[config.mk]
export PLATFORM = sky130hd
export DESIGN_NAME = packet_capture_filter_core
export DESIGN_NICKNAME = d
export VERILOG_FILES = /design/src/rtl/pcf_pkg.sv /design/src/rtl/pcf_parser.sv /design/src/rtl/pcf_stamp_div.sv /design/src/rtl/pcf_out_queue.sv /design/src/rtl/packet_capture_filter_core.sv
export SDC_FILE = /design/constraint.sdc
export NUM_CORES = 2
export LEC_CHECK = 0
export ABC_AREA = 1
export BUFFER_PORTS_ARGS = -buffer_cell sky130_fd_sc_hd__buf_2
export CAP_MARGIN = 10
export CORE_MARGIN = 1.5
export CORE_UTILIZATION = 40
export DETAILED_ROUTE_END_ITERATION = 6
export HOLD_SLACK_MARGIN = 0.05
export RECOVER_POWER = 50
export SKIP_LAST_GASP = 1
export SLEW_MARGIN = 5
export SYNTH_ARGS = -nofsm -noshare
export SYNTH_HDL_FRONTEND = slang
export SYNTH_SLANG_ARGS = --single-unit
[constraint.sdc]
create_clock -name i_clk -period 7 [get_ports i_clk]
set_input_delay 0.35 -clock i_clk [delete_from_list [all_inputs] [get_ports i_clk]]
set_output_delay 0.35 -clock i_clk [all_outputs]
set_load 0.03 [all_outputs]
[src/rtl/pcf_pkg.sv]
// shared types and constants of the packet capture filter
package pcf_pkg;

    // largest number of bytes one frame may pass on, whatever the snap length
    localparam int unsigned MAX_CAPTURE = 256;
    localparam logic [8:0]  SNAP_RESET  = 9'd256;

    // frame positions of the header fields we pick up
    localparam logic [15:0] POS_MAX    = 16'hFFFF;
    localparam logic [15:0] POS_ETH_HI = 16'd12;
    localparam logic [15:0] POS_ETH_LO = 16'd13;
    localparam logic [15:0] POS_IHL    = 16'd14;
    localparam logic [15:0] POS_LEN_HI = 16'd16;
    localparam logic [15:0] POS_LEN_LO = 16'd17;
    localparam logic [15:0] POS_PROTO  = 16'd23;

    // verdict limits
    localparam logic [15:0] ETH_TYPE_IPV4 = 16'h0800;
    localparam logic [7:0]  PROTO_TCP     = 8'd6;
    localparam logic [7:0]  PROTO_UDP     = 8'd17;
    localparam logic [15:0] MIN_FRAME     = 16'd34;
    localparam logic [16:0] ETH_HDR_LEN   = 17'd14;
    localparam logic [15:0] IP_HDR_MIN    = 16'd20;
    localparam logic [15:0] IP_HDR_MAX    = 16'd60;

    // result kinds
    localparam logic ITEM_DATA = 1'b0;
    localparam logic ITEM_DESC = 1'b1;

    // timestamp split: q = ((t >> 9) * RECIP_1E9) >> 55, then one correction step
    localparam int unsigned STAMP_PRE_SHIFT = 9;
    localparam logic [34:0] RECIP_1E9       = 35'h4_4B82_FA09;
    localparam logic [29:0] NS_PER_SEC      = 30'd1000000000;
    localparam int unsigned DIV_LAT         = 4;

    // result queue depth, counted with beats still in the pipeline
    localparam int unsigned Q_DEPTH = 16;

    typedef struct packed {
        logic [7:0]  frame_byte;
        logic        frame_end;
        logic [63:0] time_now_ns;
    } t_in_beat;

    typedef struct packed {
        logic        item_kind;
        logic [7:0]  out_byte;
        logic        capture_ok;
        logic [31:0] stamp_seconds;
        logic [29:0] stamp_nanos;
        logic [8:0]  captured_length;
        logic [16:0] original_length;
        logic        run_last;
    } t_out_beat;

    // what one input beat leaves for the output side, apart from the stamp
    typedef struct packed {
        logic        has_data;
        logic        has_desc;
        logic [7:0]  data_byte;
        logic        capture_ok;
        logic [8:0]  captured_length;
        logic [16:0] original_length;
    } t_frame_info;

    typedef struct packed {
        t_frame_info info;
        logic [31:0] stamp_seconds;
        logic [29:0] stamp_nanos;
    } t_queue_entry;

endpackage

[src/rtl/pcf_parser.sv]
// frame tracker: byte position, header field capture and capture verdict
module pcf_parser #(
    parameter int unsigned MAX_CAPTURE = pcf_pkg::MAX_CAPTURE
) (
    input  logic                 i_clk,
    input  logic                 i_rst_n,
    input  logic                 i_accept,
    input  pcf_pkg::t_in_beat    i_beat,
    input  logic [8:0]           i_snap_length,
    output logic                 o_valid,
    output pcf_pkg::t_frame_info o_info,
    output logic [63:0]          o_time
);

    logic [15:0] r_pos;
    logic [15:0] r_ether_type;
    logic [3:0]  r_header_words;
    logic [15:0] r_ip_total_length;
    logic [7:0]  r_ip_protocol;
    logic        r_valid;
    pcf_pkg::t_frame_info r_info;
    logic [63:0] r_time;

    logic [15:0] n_pos;
    logic [15:0] n_ether_type;
    logic [3:0]  n_header_words;
    logic [15:0] n_ip_total_length;
    logic [7:0]  n_ip_protocol;
    pcf_pkg::t_frame_info n_info;

    logic [15:0] snap_ext;
    logic [15:0] snap_eff;
    logic [15:0] hdr_len;
    logic [15:0] cap_len;
    logic        verdict;

    // header field capture at fixed positions
    always_comb begin
        n_ether_type      = r_ether_type;
        n_header_words    = r_header_words;
        n_ip_total_length = r_ip_total_length;
        n_ip_protocol     = r_ip_protocol;
        unique case (r_pos)
            pcf_pkg::POS_ETH_HI: n_ether_type      = {i_beat.frame_byte, r_ether_type[7:0]};
            pcf_pkg::POS_ETH_LO: n_ether_type      = {r_ether_type[15:8], i_beat.frame_byte};
            pcf_pkg::POS_IHL:    n_header_words    = i_beat.frame_byte[3:0];
            pcf_pkg::POS_LEN_HI: n_ip_total_length = {i_beat.frame_byte,
                                                      r_ip_total_length[7:0]};
            pcf_pkg::POS_LEN_LO: n_ip_total_length = {r_ip_total_length[15:8],
                                                      i_beat.frame_byte};
            pcf_pkg::POS_PROTO:  n_ip_protocol     = i_beat.frame_byte;
            default: begin
            end
        endcase
    end

    // saturating position, which is the frame length after the final byte
    assign n_pos = (r_pos != pcf_pkg::POS_MAX) ? r_pos + 16'd1 : r_pos;

    // effective snap length
    assign snap_ext = {7'd0, i_snap_length};
    assign snap_eff = (snap_ext < 16'(MAX_CAPTURE)) ? snap_ext : 16'(MAX_CAPTURE);

    // verdict and lengths from the fields as they stand after this byte
    assign hdr_len = {10'd0, n_header_words, 2'b00};
    assign verdict = (n_pos >= pcf_pkg::MIN_FRAME) &&
                     (n_ether_type == pcf_pkg::ETH_TYPE_IPV4) &&
                     (hdr_len >= pcf_pkg::IP_HDR_MIN) &&
                     (hdr_len <= pcf_pkg::IP_HDR_MAX) &&
                     (pcf_pkg::ETH_HDR_LEN[15:0] + hdr_len <= n_pos) &&
                     ((n_ip_protocol == pcf_pkg::PROTO_TCP) ||
                      (n_ip_protocol == pcf_pkg::PROTO_UDP));
    assign cap_len = (n_pos < snap_eff) ? n_pos : snap_eff;

    always_comb begin
        n_info.has_data        = (r_pos < snap_eff);
        n_info.has_desc        = i_beat.frame_end;
        n_info.data_byte       = i_beat.frame_byte;
        n_info.capture_ok      = verdict;
        n_info.captured_length = cap_len[8:0];
        n_info.original_length = pcf_pkg::ETH_HDR_LEN + {1'b0, n_ip_total_length};
    end

    // frame state, cleared after the final byte
    always_ff @(posedge i_clk) begin
        if (!i_rst_n) begin
            r_pos             <= '0;
            r_ether_type      <= '0;
            r_header_words    <= '0;
            r_ip_total_length <= '0;
            r_ip_protocol     <= '0;
            r_valid           <= 1'b0;
        end else begin
            r_valid <= i_accept;
            if (i_accept) begin
                if (i_beat.frame_end) begin
                    r_pos             <= '0;
                    r_ether_type      <= '0;
                    r_header_words    <= '0;
                    r_ip_total_length <= '0;
                    r_ip_protocol     <= '0;
                end else begin
                    r_pos             <= n_pos;
                    r_ether_type      <= n_ether_type;
                    r_header_words    <= n_header_words;
                    r_ip_total_length <= n_ip_total_length;
                    r_ip_protocol     <= n_ip_protocol;
                end
            end
        end
    end

    // beat payload register
    always_ff @(posedge i_clk) begin
        if (i_accept) begin
            r_info <= n_info;
            r_time <= i_beat.time_now_ns;
        end
    end

    assign o_valid = r_valid;
    assign o_info  = r_info;
    assign o_time  = r_time;

endmodule

[src/rtl/pcf_stamp_div.sv]
// timestamp split into seconds and nanoseconds, four register stages
module pcf_stamp_div (
    input  logic        i_clk,
    input  logic [63:0] i_time,
    output logic [31:0] o_seconds,
    output logic [29:0] o_nanos
);

    logic [54:0] x;
    logic [31:0] x_lo;
    logic [22:0] x_hi;
    logic [31:0] m_lo;
    logic [2:0]  m_hi;

    logic [63:0] p_ll;
    logic [34:0] p_lh;
    logic [54:0] p_hl;
    logic [25:0] p_hh;
    logic [89:0] p_sum;
    logic [60:0] q_prod;
    logic [30:0] rem;

    logic [63:0] r_p_ll;
    logic [34:0] r_p_lh;
    logic [54:0] r_p_hl;
    logic [25:0] r_p_hh;
    logic [30:0] r_t1;
    logic [31:0] r_q2;
    logic [30:0] r_t2;
    logic [30:0] r_prod3;
    logic [31:0] r_q3;
    logic [30:0] r_t3;
    logic [31:0] r_seconds;
    logic [29:0] r_nanos;

    // stage 1: partial products of (t >> 9) times the reciprocal
    assign x    = i_time[63:pcf_pkg::STAMP_PRE_SHIFT];
    assign x_lo = x[31:0];
    assign x_hi = x[54:32];
    assign m_lo = pcf_pkg::RECIP_1E9[31:0];
    assign m_hi = pcf_pkg::RECIP_1E9[34:32];
    assign p_ll = x_lo * m_lo;
    assign p_lh = x_lo * m_hi;
    assign p_hl = x_hi * m_lo;
    assign p_hh = x_hi * m_hi;

    // stage 2: sum of partials, estimate is the true quotient or one short
    assign p_sum = {26'd0, r_p_ll} +
                   ({55'd0, r_p_lh} << 32) +
                   ({35'd0, r_p_hl} << 32) +
                   ({64'd0, r_p_hh} << 64);

    // stage 3: low bits of estimate times one second, enough for the remainder
    assign q_prod = r_q2[30:0] * pcf_pkg::NS_PER_SEC;

    // stage 4: remainder below two seconds, one correction step
    assign rem = r_t3 - r_prod3;

    always_ff @(posedge i_clk) begin
        r_p_ll  <= p_ll;
        r_p_lh  <= p_lh;
        r_p_hl  <= p_hl;
        r_p_hh  <= p_hh;
        r_t1    <= i_time[30:0];
        r_q2    <= p_sum[86:55];
        r_t2    <= r_t1;
        r_prod3 <= q_prod[30:0];
        r_q3    <= r_q2;
        r_t3    <= r_t2;
        if (rem >= {1'b0, pcf_pkg::NS_PER_SEC}) begin
            r_seconds <= r_q3 + 32'd1;
            r_nanos   <= 30'(rem - {1'b0, pcf_pkg::NS_PER_SEC});
        end else begin
            r_seconds <= r_q3;
            r_nanos   <= rem[29:0];
        end
    end

    assign o_seconds = r_seconds;
    assign o_nanos   = r_nanos;

endmodule

[src/rtl/pcf_out_queue.sv]
// result queue: an entry per beat with results, sent as a data and/or a descriptor beat
module pcf_out_queue (
    input  logic                  i_clk,
    input  logic                  i_rst_n,
    input  logic                  i_push,
    input  pcf_pkg::t_queue_entry i_entry,
    output logic                  o_valid,
    input  logic                  i_stall,
    output pcf_pkg::t_out_beat    o_beat,
    output logic                  o_pop
);

    localparam int unsigned AW = $clog2(pcf_pkg::Q_DEPTH);

    pcf_pkg::t_queue_entry r_mem [pcf_pkg::Q_DEPTH];
    logic [AW-1:0] r_wr_ptr;
    logic [AW-1:0] r_rd_ptr;
    logic [AW:0]   r_count;
    logic          r_second;

    pcf_pkg::t_queue_entry head;
    logic show_desc;
    logic take;
    logic pop;

    assign head      = r_mem[r_rd_ptr];
    assign show_desc = r_second || !head.info.has_data;
    assign take      = o_valid && !i_stall;
    assign pop       = take && (show_desc || !head.info.has_desc);

    // beat formatting, unused fields zero
    always_comb begin
        o_beat = '0;
        if (show_desc) begin
            o_beat.item_kind       = pcf_pkg::ITEM_DESC;
            o_beat.capture_ok      = head.info.capture_ok;
            o_beat.stamp_seconds   = head.stamp_seconds;
            o_beat.stamp_nanos     = head.stamp_nanos;
            o_beat.captured_length = head.info.captured_length;
            o_beat.original_length = head.info.original_length;
            o_beat.run_last        = 1'b1;
        end else begin
            o_beat.item_kind = pcf_pkg::ITEM_DATA;
            o_beat.out_byte  = head.info.data_byte;
            o_beat.run_last  = !head.info.has_desc;
        end
    end

    // entry storage
    always_ff @(posedge i_clk) begin
        if (i_push) begin
            r_mem[r_wr_ptr] <= i_entry;
        end
    end

    // pointers, fill count and descriptor phase
    always_ff @(posedge i_clk) begin
        if (!i_rst_n) begin
            r_wr_ptr <= '0;
            r_rd_ptr <= '0;
            r_count  <= '0;
            r_second <= 1'b0;
        end else begin
            if (i_push) begin
                r_wr_ptr <= r_wr_ptr + 1'b1;
            end
            if (pop) begin
                r_rd_ptr <= r_rd_ptr + 1'b1;
            end
            if (i_push && !pop) begin
                r_count <= r_count + 1'b1;
            end else if (pop && !i_push) begin
                r_count <= r_count - 1'b1;
            end
            if (pop) begin
                r_second <= 1'b0;
            end else if (take) begin
                r_second <= 1'b1;
            end
        end
    end

    assign o_valid = (r_count != '0);
    assign o_pop   = pop;

endmodule

[src/rtl/packet_capture_filter_core.sv]
// packet capture filter top level: config register, pipeline alignment, queue credit
// Takes one Ethernet frame byte per beat and can accept a beat every cycle while o_stall is
// low. Each byte at a position below the effective snap length (the snap length register,
// at most MAX_CAPTURE) comes out as a data beat; the final byte of a frame also gives a
// descriptor beat with the verdict, the timestamp split into seconds and nanoseconds, the
// captured and the original length. Results pass the parser register and the delay line
// into the result queue. The output sends one beat per cycle while i_stall is low, so a
// frame end with a data beat and a descriptor sends them as two beats, data first. Input
// stall is raised while the 16-entry result queue, counted with the beats in the five-stage
// pipeline, has no free entry. Write the snap length only while the block is idle.
module packet_capture_filter_core #(
    parameter int unsigned MAX_CAPTURE = pcf_pkg::MAX_CAPTURE
) (
    input  logic               i_clk,
    input  logic               i_rst_n,
    input  logic               i_cfg_we,
    input  logic [8:0]         i_cfg_wdata,
    input  logic               i_valid,
    output logic               o_stall,
    input  pcf_pkg::t_in_beat  i_beat,
    output logic               o_valid,
    input  logic               i_stall,
    output pcf_pkg::t_out_beat o_beat
);

    localparam int unsigned UW = $clog2(pcf_pkg::Q_DEPTH + 1);

    logic [8:0]  r_snap_length;
    logic [UW-1:0] r_used;
    logic [UW-1:0] n_used;
    logic        r_dly_valid [pcf_pkg::DIV_LAT];
    pcf_pkg::t_frame_info r_dly_info [pcf_pkg::DIV_LAT];

    logic        accept;
    logic        prs_valid;
    pcf_pkg::t_frame_info prs_info;
    logic [63:0] prs_time;
    logic [31:0] stamp_seconds;
    logic [29:0] stamp_nanos;
    pcf_pkg::t_frame_info aligned;
    logic        aligned_valid;
    logic        push;
    logic        drop;
    logic        pop;
    pcf_pkg::t_queue_entry entry;

    // snap length register
    always_ff @(posedge i_clk) begin
        if (!i_rst_n) begin
            r_snap_length <= pcf_pkg::SNAP_RESET;
        end else if (i_cfg_we) begin
            r_snap_length <= i_cfg_wdata;
        end
    end

    assign o_stall = (r_used == UW'(pcf_pkg::Q_DEPTH));
    assign accept  = i_valid && !o_stall;

    pcf_parser #(
        .MAX_CAPTURE (MAX_CAPTURE)
    ) u_parser (
        .i_clk         (i_clk),
        .i_rst_n       (i_rst_n),
        .i_accept      (accept),
        .i_beat        (i_beat),
        .i_snap_length (r_snap_length),
        .o_valid       (prs_valid),
        .o_info        (prs_info),
        .o_time        (prs_time)
    );

    pcf_stamp_div u_stamp_div (
        .i_clk     (i_clk),
        .i_time    (prs_time),
        .o_seconds (stamp_seconds),
        .o_nanos   (stamp_nanos)
    );

    // frame info delayed to line up with the timestamp split
    always_ff @(posedge i_clk) begin
        if (!i_rst_n) begin
            for (int i = 0; i < pcf_pkg::DIV_LAT; i++) begin
                r_dly_valid[i] <= 1'b0;
            end
        end else begin
            r_dly_valid[0] <= prs_valid;
            for (int i = 1; i < pcf_pkg::DIV_LAT; i++) begin
                r_dly_valid[i] <= r_dly_valid[i-1];
            end
        end
    end

    always_ff @(posedge i_clk) begin
        r_dly_info[0] <= prs_info;
        for (int i = 1; i < pcf_pkg::DIV_LAT; i++) begin
            r_dly_info[i] <= r_dly_info[i-1];
        end
    end

    assign aligned       = r_dly_info[pcf_pkg::DIV_LAT-1];
    assign aligned_valid = r_dly_valid[pcf_pkg::DIV_LAT-1];
    assign push = aligned_valid && (aligned.has_data || aligned.has_desc);
    assign drop = aligned_valid && !(aligned.has_data || aligned.has_desc);

    always_comb begin
        entry.info          = aligned;
        entry.stamp_seconds = stamp_seconds;
        entry.stamp_nanos   = stamp_nanos;
    end

    pcf_out_queue u_out_queue (
        .i_clk   (i_clk),
        .i_rst_n (i_rst_n),
        .i_push  (push),
        .i_entry (entry),
        .o_valid (o_valid),
        .i_stall (i_stall),
        .o_beat  (o_beat),
        .o_pop   (pop)
    );

    // queue credit: reserved on accept, freed on pop or when a beat yields nothing
    always_comb begin
        n_used = r_used;
        if (accept) begin
            n_used = n_used + 1'b1;
        end
        if (pop) begin
            n_used = n_used - 1'b1;
        end
        if (drop) begin
            n_used = n_used - 1'b1;
        end
    end

    always_ff @(posedge i_clk) begin
        if (!i_rst_n) begin
            r_used <= '0;
        end else begin
            r_used <= n_used;
        end
    end

`ifndef SYNTHESIS
    // credit never runs past the queue depth
    a_credit_bound: assert property (@(posedge i_clk) disable iff (!i_rst_n)
        r_used <= UW'(pcf_pkg::Q_DEPTH))
        else $error("queue credit above depth");

    // a descriptor always closes the results of its byte
    a_desc_last: assert property (@(posedge i_clk) disable iff (!i_rst_n)
        (o_valid && (o_beat.item_kind == pcf_pkg::ITEM_DESC)) |-> o_beat.run_last)
        else $error("descriptor without run_last");

    // split timestamp keeps nanoseconds below one second
    a_nanos_range: assert property (@(posedge i_clk) disable iff (!i_rst_n)
        (o_valid && (o_beat.item_kind == pcf_pkg::ITEM_DESC)) |->
        (o_beat.stamp_nanos < pcf_pkg::NS_PER_SEC))
        else $error("nanoseconds out of range");

    // no beat comes out without one having gone in
    a_no_invent: assert property (@(posedge i_clk) disable iff (!i_rst_n)
        o_valid |-> (r_used != '0))
        else $error("output valid with no credit in use");
`endif

endmodule

==> flow_summary_export.csv <==
group,metric,value,unit
outcome,status,"finished with violations",
outcome,violations,"max-capacitance violations, max-slew violations",
yosys,avgSynthCellArea,10.9,µm²
timing,finalSetupTns,0,ns
place,post-dp-hpwl,217000,µm
critical_path,r2r_start,"u_parser.o_time[26]$_DFFE_PP_",
timing,fin_worst_skew,0.140,ns
yosys,synth_area,0.121,mm²
timing,hold_viol_final,0,
critical_path,endpoint,"u_stamp_div.r_p_ll[59]$_DFF_P_",
grt,grt_pass1_wl,508000,µm
yosys,ys_top_cells_by_area,"edfxtp_1 42%, fa_1 10%, ha_1 10%",
yosys,ys.flop_type,"edfxtp_1",
critical_path,end_kind,"flop",
floorplanning,die_h,552,µm
yosys,syn-instance-count,11072,
critical_path,crit_type,"flop to flop",
place,placement.io_buffers,187,
clocking,clockBufferDepth,4,
cells_and_area,finalNetCount,13024,
detailed_routing,drc,0,
grt,grt_max_degree,203,
yosys,syn_nets,12727,
yosys,async_flop_share,0,%
yosys,synth-seq-cells,2282,
yosys,synth_cell_types,60,
detailed_routing,routed_wl,336000,µm
timing,grt_setup_unrepaired,"false",
critical_path,critPathLaunch,"u_parser.o_time[26]$_DFFE_PP_",
clocking,cts_max_level,4,
yosys,yosys.area.top_type,"edfxtp_1",
critical_path,ff2ff_setup_slack,0.29,ns
detailed_routing,drt.antenna.violating_nets,0,
detailed_routing,viasPerCell,5.28,
grt,grt_overflow,0,
floorplanning,die-area,0.305,mm²
min_path,hold_class,"primary input to flop",
grt,antenna_found_initial,16,
critical_path,worstSetupStartpointType,"flop",
job,maxCapViolCount,4,
yosys,netlist.area_leader.share,41.9,%
timing,post-route-period-util,95.9,%
timing,drv_slew,198,
floorplanning,core,0.300,mm²
clocking,cts_buffers,241,
grt,grt_usage,21.6,%
floorplanning,fp.dieW,552,µm
clocking,clk_pin_slew,0.06,ns
timing,max_slew_margin,-124,%
floorplanning,placementRows,201,
detailed_routing,vias,82100,
timing,setup_viol_count_final,0,
critical_path,arrival,7.41,ns
clocking,tritoncts,"done",
clocking,insertion_delay,0.94,ns
critical_path,cp.required,7.70,ns
detailed_routing,dr.pass1.iters,6,
timing,fmax,149,MHz
detailed_routing,post_drt_wl_per_cell,21.6,µm
cells_and_area,area_delta_synth_final,12.5,%
timing,min_period,6.71,ns
clocking,cts_root_buffer,"clkbuf_16",
critical_path,r2r_end,"u_stamp_div.r_p_ll[59]$_DFF_P_",
timing,worst_pin_slew,3.35,ns
floorplanning,pin_count,188,
floorplanning,start_util,40.2,%
yosys,yosys_warnings,0,
critical_path,cp_max_fo,6,
yosys,synth-edff-count,1685,
place,place.gp.congestion,0.924,
clocking,cts.sinks,2282,
cells_and_area,drive_above_1_share,6.61,%
yosys,yosysSeqAreaShare,51.9,%
critical_path,r2r_cells,26,
grt,grt_pass1_vias,83231,
detailed_routing,dr.first_iter.drc_count,6720,
-- worst max-delay path: stages, from the launching register on --
cell and delay (ns):
edfxtp_1 0.53, inv_1 0.19, fa_1 0.56, inv_1 0.05, ha_1 0.28, inv_1 0.07, fa_1 0.43, fa_1 0.52
inv_1 0.06, fa_1 0.55, fa_1 0.45, fa_1 0.50, inv_1 0.05, fa_1 0.48, inv_1 0.04, ha_1 0.33
a21oi_1 0.20, o21ai_0 0.13, nand2_1 0.08, o211ai_1 0.08, a21oi_1 0.20, nand3_1 0.19, nand2_1 0.10, nand2_1 0.13
nand2_1 0.09, nand3_1 0.08, xor2_1 0.15
-- per-layer routing --
layer  wire length, µm  track usage [%]
met5                13                0
met4              8270             5.77
met3             19500             2.77
met2            160000             36.2
met1            149000             29.6
-- sequential cells by signal, indices dropped and copies added (netlist names), 20 cells and up, named ones only --
name and cells:
u_out_queue.r_mem 1584, u_stamp_div.r_t2 31, u_parser.o_info 37, u_stamp_div.r_prod3 20
u_parser.o_time 64, u_stamp_div.o_seconds 32, u_stamp_div.r_t3 31, u_stamp_div.r_q2 32
u_stamp_div.r_t1 30, r_dly_info 148, u_stamp_div.o_nanos 30, u_stamp_div.r_q3 32
u_stamp_div.r_p_hh 21, u_stamp_div.r_p_hl 51, u_stamp_div.r_p_ll 31
-- cells in the final DEF (no fill, tap or decap), types with 13 or more instances in the layout --
cell           synthesis  layout
nor2_1               423     406
clkinv_1               5      31
ha_1                 963     962
dlygate4sd3_1          0     103
a31oi_1               45      45
buf_4                  1      91
a221oi_1             125     125
a22oi_1               97      97
a32oi_1               97      97
nor3_1                76      75
nand4_1              105     105
inv_2                 19      18
inv_1               1487    1485
clkbuf_16              0     247
dfxtp_1              597     593
edfxtp_1            1685    1685
a21o_1                40      40
o211ai_1              16      16
a211oi_1             180     180
nor2_4                 5      22
o21ai_0              362     362
xor2_1               166     166
clkinv_2               0      49
xnor2_1               77      77
fa_1                 605     605
nand3_1              218     218
nor4_1                22      23
nand2_1             2118    2117
buf_12                 0      21
o21bai_1              22      22
clkbuf_1             290      92
a21oi_1             1021    1021
buf_2                 56     165
clkbuf_8               0      28
bufinv_16              0      28
clkinvlp_4             0      13
-- logic make-up after synthesis --
kind of cell | count (synthesis) | synth area share [%]
flip-flops | 2282 | 51.9
AO/OA/AOI/OAI | 2062 | 10.2
buffers and inverters | 1894 | 5.99
XOR/XNOR | 243 | 1.76
AND/OR/NAND/NOR | 3023 | 10.2
adder cells (fa/ha/maj) | 1568 | 20.0
-- worst min-delay path by stage --
stage                                          from                           end  slack, ns  depth (start not counted)
after floorplan            r_dly_info[0][0]$_DFF_P_      r_dly_info[1][0]$_DFF_P_       0.31                          0
after global placement    r_dly_info[1][13]$_DFF_P_     r_dly_info[2][13]$_DFF_P_       0.31                          0
after detailed placement  r_dly_info[0][14]$_DFF_P_     r_dly_info[1][14]$_DFF_P_       0.31                          0
after CTS                                 i_beat[5]  u_parser.o_time[5]$_DFFE_PP_       0.07                          2
after global routing                      i_beat[0]  u_parser.o_time[0]$_DFFE_PP_       0.11                          2
final                                     i_beat[3]  u_parser.o_time[3]$_DFFE_PP_       0.14                          2
-- metrics by stage --
| stage | instances | setup slack (ns) | hold WS [ns] | utilization [%] | cell area, µm² |
|---|---|---|---|---|---|
| after floorplan | 11072 | 0.815 | 0.310 | - | 121000 |
| after global placement | 14957 | 0.284 | 0.311 | 42.1 | 126000 |
| after detailed placement | 14957 | 0.233 | 0.312 | 42.1 | 126000 |
| after CTS | 15515 | 0.137 | 0.0675 | 45.2 | 136000 |
| after global routing | 15541 | 0.00895 | 0.114 | 45.2 | 136000 |
| final | 15545 | 0.290 | 0.136 | 45.2 | 136000 |
-- area by class of cell --
class	instances	area, µm²
Timing Repair Buffer	437	3170
Inverter	1511	5710
Multi-Input combinational cell	6896	51000
Clock inverter	145	1660
Tap cell	3958	4950
Clock buffer	310	6700
Sequential cell	2282	62600
Antenna cell	6	15.0
Fill cell	27512	164000
-- Yosys cell counts, types with 12 or more instances --
master and count:
a21o_1 40, nor4_1 22, buf_1 31, clkbuf_1 290, nor3_1 76, o21ai_0 362, o21a_1 12, nand3_1 218
nand2_1 2118, dfxtp_1 597, a31oi_1 45, nor2_1 423, fa_1 605, buf_2 56, ha_1 963, a221oi_1 125
a22oi_1 97, edfxtp_1 1685, a32oi_1 97, a21oi_1 1021, xor2_1 166, xnor2_1 77, inv_1 1487, o211ai_1 16
inv_2 19, o21bai_1 22, nand4_1 105, a211oi_1 180
-- timing repair --
action,in CTS,in global routing
gates resized for setup,0,2
hold endpoints to repair,115,0
hold buffers,103,0
setup buffers,0,24
endpoints found under the setup margin,0,12
Power is not shown: default switching activity piles up to over one toggle a cycle in this logic, so the estimate is an artifact.
